[src/hw/rtl/swmt_pkg.sv]
// Shared types and constants for the sliding window median block.
package swmt_pkg;

  localparam int unsigned TIME_W = 32;

  typedef enum logic [1:0] {
    ST_IDLE,
    ST_RUN,
    ST_DONE
  } state_t;

endpackage

[src/hw/rtl/sliding_window_median_time.sv]
// Running median of block timestamps over a sliding window, MSB-first radix select.
//
// Input channel (in_valid/in_ready): one request carries block_time and
// chain_restart. A set chain_restart empties the window before block_time
// is inserted. Output channel (out_valid/out_ready): one median_time per
// request, the element at index count/2 of the ascending-sorted window
// (upper median for an even count), count being 1..WINDOW.
//
// Each request is worked on in order: the new timestamp is written into its
// slot, then every stored entry rotates past the selector one bit at a time
// through all TIME_W bits (one result bit per cycle, from a population count
// over the still-active entries), and then the output register is loaded.
// in_ready is high only while the selector is idle, so a new request is
// taken only once the last one has loaded the output register.
//
// A stalled receiver holds the result in the output register; the next
// request can still be taken and worked on, and waits at its end until the
// output register frees up. Synchronous reset empties the window and drops
// any request in progress and any undelivered result.
module sliding_window_median_time #(
  parameter int unsigned WINDOW = 11
) (
  input  logic                        clk,
  input  logic                        rst,
  input  logic                        in_valid,
  output logic                        in_ready,
  input  logic [swmt_pkg::TIME_W-1:0] block_time,
  input  logic                        chain_restart,
  output logic                        out_valid,
  input  logic                        out_ready,
  output logic [swmt_pkg::TIME_W-1:0] median_time
);

  import swmt_pkg::*;

  localparam int unsigned CW = $clog2(WINDOW + 1);
  localparam int unsigned SW = (WINDOW > 1) ? $clog2(WINDOW) : 1;
  localparam int unsigned BW = $clog2(TIME_W);

  state_t state, state_next;

  logic [TIME_W-1:0] win [WINDOW];
  logic [CW-1:0]     fill_count;
  logic [SW-1:0]     oldest_slot;
  logic [WINDOW-1:0] active;
  logic [CW-1:0]     rank;
  logic [BW-1:0]     bit_cnt;
  logic [TIME_W-1:0] res;

  logic              accept;
  logic [CW-1:0]     fc_base;
  logic [SW-1:0]     os_base;
  logic [CW-1:0]     fill_count_next;
  logic [SW-1:0]     oldest_slot_next;
  logic [SW-1:0]     wr_slot;
  logic [WINDOW-1:0] msbs;
  logic [CW-1:0]     zeros;
  logic              res_bit;
  logic              out_free;

  assign accept   = in_valid && in_ready;
  assign out_free = !out_valid || out_ready;

  // slot selection for the incoming timestamp
  always_comb begin
    fc_base = chain_restart ? '0 : fill_count;
    os_base = chain_restart ? '0 : oldest_slot;
    if (fc_base < CW'(WINDOW)) begin
      wr_slot          = fc_base[SW-1:0];
      fill_count_next  = fc_base + CW'(1);
      oldest_slot_next = os_base;
    end else begin
      wr_slot          = os_base;
      fill_count_next  = fc_base;
      oldest_slot_next = (os_base == SW'(WINDOW - 1)) ? '0 : os_base + SW'(1);
    end
  end

  // count active entries whose current bit is zero
  always_comb begin
    zeros = '0;
    for (int i = 0; i < WINDOW; i++) begin
      msbs[i] = win[i][TIME_W-1];
      zeros   = zeros + CW'(active[i] && !msbs[i]);
    end
    res_bit = !(rank < zeros);
  end

  always_comb begin
    state_next = state;
    in_ready   = 1'b0;
    unique case (state)
      ST_IDLE: begin
        in_ready = 1'b1;
        if (in_valid) state_next = ST_RUN;
      end
      ST_RUN: begin
        if (bit_cnt == BW'(TIME_W - 1)) state_next = ST_DONE;
      end
      ST_DONE: begin
        if (out_free) state_next = ST_IDLE;
      end
      default: state_next = ST_IDLE;
    endcase
  end

  always_ff @(posedge clk) begin
    if (rst) begin
      state <= ST_IDLE;
    end else begin
      state <= state_next;
    end
  end

  always_ff @(posedge clk) begin
    if (rst) begin
      fill_count  <= '0;
      oldest_slot <= '0;
      out_valid   <= 1'b0;
    end else begin
      if (accept) begin
        fill_count  <= fill_count_next;
        oldest_slot <= oldest_slot_next;
      end
      if (state == ST_DONE && out_free) begin
        out_valid <= 1'b1;
      end else if (out_ready) begin
        out_valid <= 1'b0;
      end
    end
  end

  // window entries rotate one bit per step; after TIME_W steps they are back
  always_ff @(posedge clk) begin
    for (int i = 0; i < WINDOW; i++) begin
      if (accept && wr_slot == SW'(i)) begin
        win[i] <= block_time;
      end else if (state == ST_RUN) begin
        win[i] <= {win[i][TIME_W-2:0], win[i][TIME_W-1]};
      end
    end
  end

  always_ff @(posedge clk) begin
    if (accept) begin
      for (int i = 0; i < WINDOW; i++) begin
        active[i] <= (CW'(i) < fill_count_next);
      end
      rank    <= fill_count_next >> 1;
      bit_cnt <= '0;
    end else if (state == ST_RUN) begin
      active  <= res_bit ? (active & msbs) : (active & ~msbs);
      if (res_bit) rank <= rank - zeros;
      res     <= {res[TIME_W-2:0], res_bit};
      bit_cnt <= bit_cnt + BW'(1);
    end
    if (state == ST_DONE && out_free) begin
      median_time <= res;
    end
  end

endmodule

[config.mk]
export PLATFORM = sky130hd
export DESIGN_NAME = sliding_window_median_time
export DESIGN_NICKNAME = d
export VERILOG_FILES = /design/src/hw/rtl/swmt_pkg.sv /design/src/hw/rtl/sliding_window_median_time.sv
export SDC_FILE = /design/constraint.sdc
export NUM_CORES = 1
export LEC_CHECK = 0
export ABC_AREA = 1
export BUFFER_PORTS_ARGS = -buffer_cell sky130_fd_sc_hd__buf_2
export CAP_MARGIN = 20
export CORE_UTILIZATION = 60
export DETAILED_ROUTE_END_ITERATION = 8
export PLACE_DENSITY = 0.78
export REMOVE_ABC_BUFFERS = 1
export SLEW_MARGIN = 20
export SYNTH_ARGS = -nofsm -noshare
export SYNTH_HDL_FRONTEND = slang
export SYNTH_SLANG_ARGS = --single-unit
[constraint.sdc]
create_clock -name clk -period 4.76 [get_ports clk]
set_input_delay 0.952 -clock clk [delete_from_list [all_inputs] [get_ports clk]]
set_output_delay 0.952 -clock clk [all_outputs]
set_load 0.005 [all_outputs]
==> out/qor.txt <==
total wire length - 33400 um
Final WS setup - 0.115 ns
initial antenna violation count - 0
number of max-cap violations - 0
DR vias - 10900
worst slack at placement - 0.133 ns
core area - 29600 sq um
CTS sink count - 447
Die Width - 175 um
largest net degree at the start of global routing - 199
P&R area growth vs syn - 11.2%
final count of pins violating max slew - 0
global routing usage on met3 - 3.35%
Synth area leaders - edfxtp_1 72%, nand2_1 17%, buf_2 2.1%, dfxtp_1 1.9%, inv_1 1.2%
Filler cells - 2101
DP Cell Count - 1970
Clk pwr share - 34.9%
Peak VDD IR - 0.334 mV
htree depth - 2
Clock transition at path regs - 0.06 ns
Mapped Avg Cell Area - 11.4 sq um
fmax - 0.215 GHz
remaining routing DRC violations - 0
post-DR vias/cell - 5.32
I/O pin count - 71
layout cells sized above 1 - 10.0%
crit path time final - 4.64 ns
synth unique cells - 28
Post-Syn Area - 18000 sq um
pwr dens - 478 nW/um^2
CTS tree - yes
post-route ant nets - 0
grt ovf - 0
synthesized flop and latch total - 447
HP Class - flop to flop
area share of the largest cell type after synthesis - 71.7%
Final Hold Fails - 0
# rows - 63
Initial DRT Pass Iterations - 5
status - finished, final reports clean
total die area - 30700 sq um
Leakage - 0.00827 uW
global-route wire length before repair - 55200 um
vias in the first global route - 10800
Yosys top cell by area - edfxtp_1
Tcrit/Tclk final - 97.6%
I/O Buffers - 70
antenna cells - 0
combinational share of power - 13.9%
yosys warns - 0
Worst-Margin Slew - 1.13 ns
average wire per standard cell - 16.3 um
CP max FO - 16
routability cong. - 0.820
met1 usage - 32.3%
CP endpoint - active[9]
Cells after Synth - 1575
FF-to-FF path depth - 17
clock root buffer - clkbuf_16
deepest clock path buffer count - 3
die height - 175 um
Slew HR - 24.6%
Worst Setup End Kind - flop
Int Pwr - 7160 uW
total CTS buffers - 45
Post-CTS Hold Buffers - 0
Worst EP arrival - 4.92 ns
CP Class - flop to flop
DR iter-0 viols - 921
sequential share of power - 51.2%
Worst Clk Skew - 0.0202 ns
post-synthesis sequential area ratio - 73.6%
postcts setup bufs - 0
RR Startpoint - active[3]
post-DP HPWL - 19400 um
initial cell density of the core - 60.9%
worst skew pair latency - 0.54 ns
final hold slack - 0.432 ns
Total Routing Usage GR - 22.7%
Psw - 2420 uW
global route hottest layer - met2
Sw Share - 25.2%
final non-filler cell total - 2052
R2R setup slack - 0.12 ns
Setup crit start kind - flop
final setup fails - 0
setup TNS - 0 ns
Worst EP required - 5.04 ns
nets - 1680
CP Launch Point - active[3]
reg-to-reg endpoint - active[9]
grt met2 use - 36.6%
[stage by stage]
stage | cell area (sq um) | power [uW] | utilization (%)
floorplan | 17600 | 5900 | -
global placement | 18600 | 6200 | 63.0
detailed placement | 18600 | 6280 | 63.0
CTS | 20000 | 9610 | 67.7
global route | 20000 | 9980 | 67.7
finish | 20000 | 9570 | 67.7
[worst min-delay path by stage]
stage,to,depth (start not counted),start
final,median_time[11],0,res[11]
after global routing,median_time[31],0,res[31]
after CTS,median_time[11],0,res[11]
after detailed placement,median_time[31],0,res[31]
after global placement,median_time[31],0,res[31]
after floorplan,median_time[31],0,res[31]
[critical path: stages (launching register included)]
cell and delay (ns):
edfxtp_1 0.39, inv_1 0.09, nor2_1 0.08, fa_1 0.48, inv_1 0.06, fa_1 0.54, inv_1 0.06, fa_1 0.50
fa_1 0.46, inv_1 0.09, fa_1 0.46, fa_1 0.46, nand3_1 0.17, nand2_4 0.16, inv_1 0.16, nand2_1 0.07
nand3_1 0.09, nand2_1 0.06
[layout make-up]
cell class	instances	area, sq um	share of cell area (%)
Clock buffer	61	1220	6.08
Clock inverter	21	176	0.881
Inverter	62	240	1.20
Multi-Input combinational cell	985	4150	20.7
Sequential cell	447	13300	66.2
Tap cell	390	488	2.44
Timing Repair Buffer	86	495	2.48
[power groups by stage]
stage               registers, uW  clock network (uW)  logic [uW]
detailed placement           4980                   0        1300
floorplan                    4940                   0         959
global placement             4960                   0        1240
CTS                          4900                3390        1320
finish                       4900                3340        1330
global route                 4930                3550        1500
[layout by cell type, fill, tap and decap left out, types with 4 or more instances in the layout]
cell and count:
edfxtp_1 430, nor2_1 44, nand2_4 4, nand3_1 35, fa_1 8, dfxtp_1 17, ha_1 8, buf_4 14
nand2_2 5, inv_2 4, clkbuf_16 46, inv_1 57, a21oi_1 14, o21ai_0 23, nand2_1 818, clkinv_1 12
buf_2 70, clkinv_2 5, clkbuf_1 14
[flip-flops by register name, indices dropped and copies added, names as in the netlist]
register	flops
res	32
out_valid	1
oldest_slot	4
bit_cnt	5
median_time	32
win	352
active	11
rank	4
state	2
fill_count	4
[cell usage after synthesis (all sizes together)]
cell type,instances
nor3,6
a21oi,15
edfxtp,430
nand2,827
nand4,3
buf,76
nand3b,1
inv,62
o21ai,27
dfxtp,17
nand3,35
ha,8
xnor2,1
o31ai,1
clkbuf,5
xor2,2
nor2,49
fa,8
o21a,2
[what timing repair did]
item | CTS | global route
gates resized for setup | 0 | 1
endpoints found under the hold margin | 0 | 0
setup endpoints to repair | 0 | 7
[metal layers]
metal / up-vias / routed length (um) / share of wire, %
li1: 5290 / - / -
met4: 0 / 695 / 2.1
met2: 291 / 16000 / 48
met3: 51 / 1660 / 5.0
met1: 5277 / 15100 / 45
met5: - / 0 / 0
[cell families (layout without fill, tap and decap cells)]
group	count (synthesis)	count (layout)	synth area share [%]
XOR/XNOR	3	3	0.146
buffers and inverters	143	230	3.52
AO/OA/AOI/OAI	45	45	1.31
flip-flops	447	447	73.6
AND/OR/NAND/NOR	921	921	19.9
adder cells (fa/ha/maj)	16	16	1.45
Power figures use the tool's default switching activity.
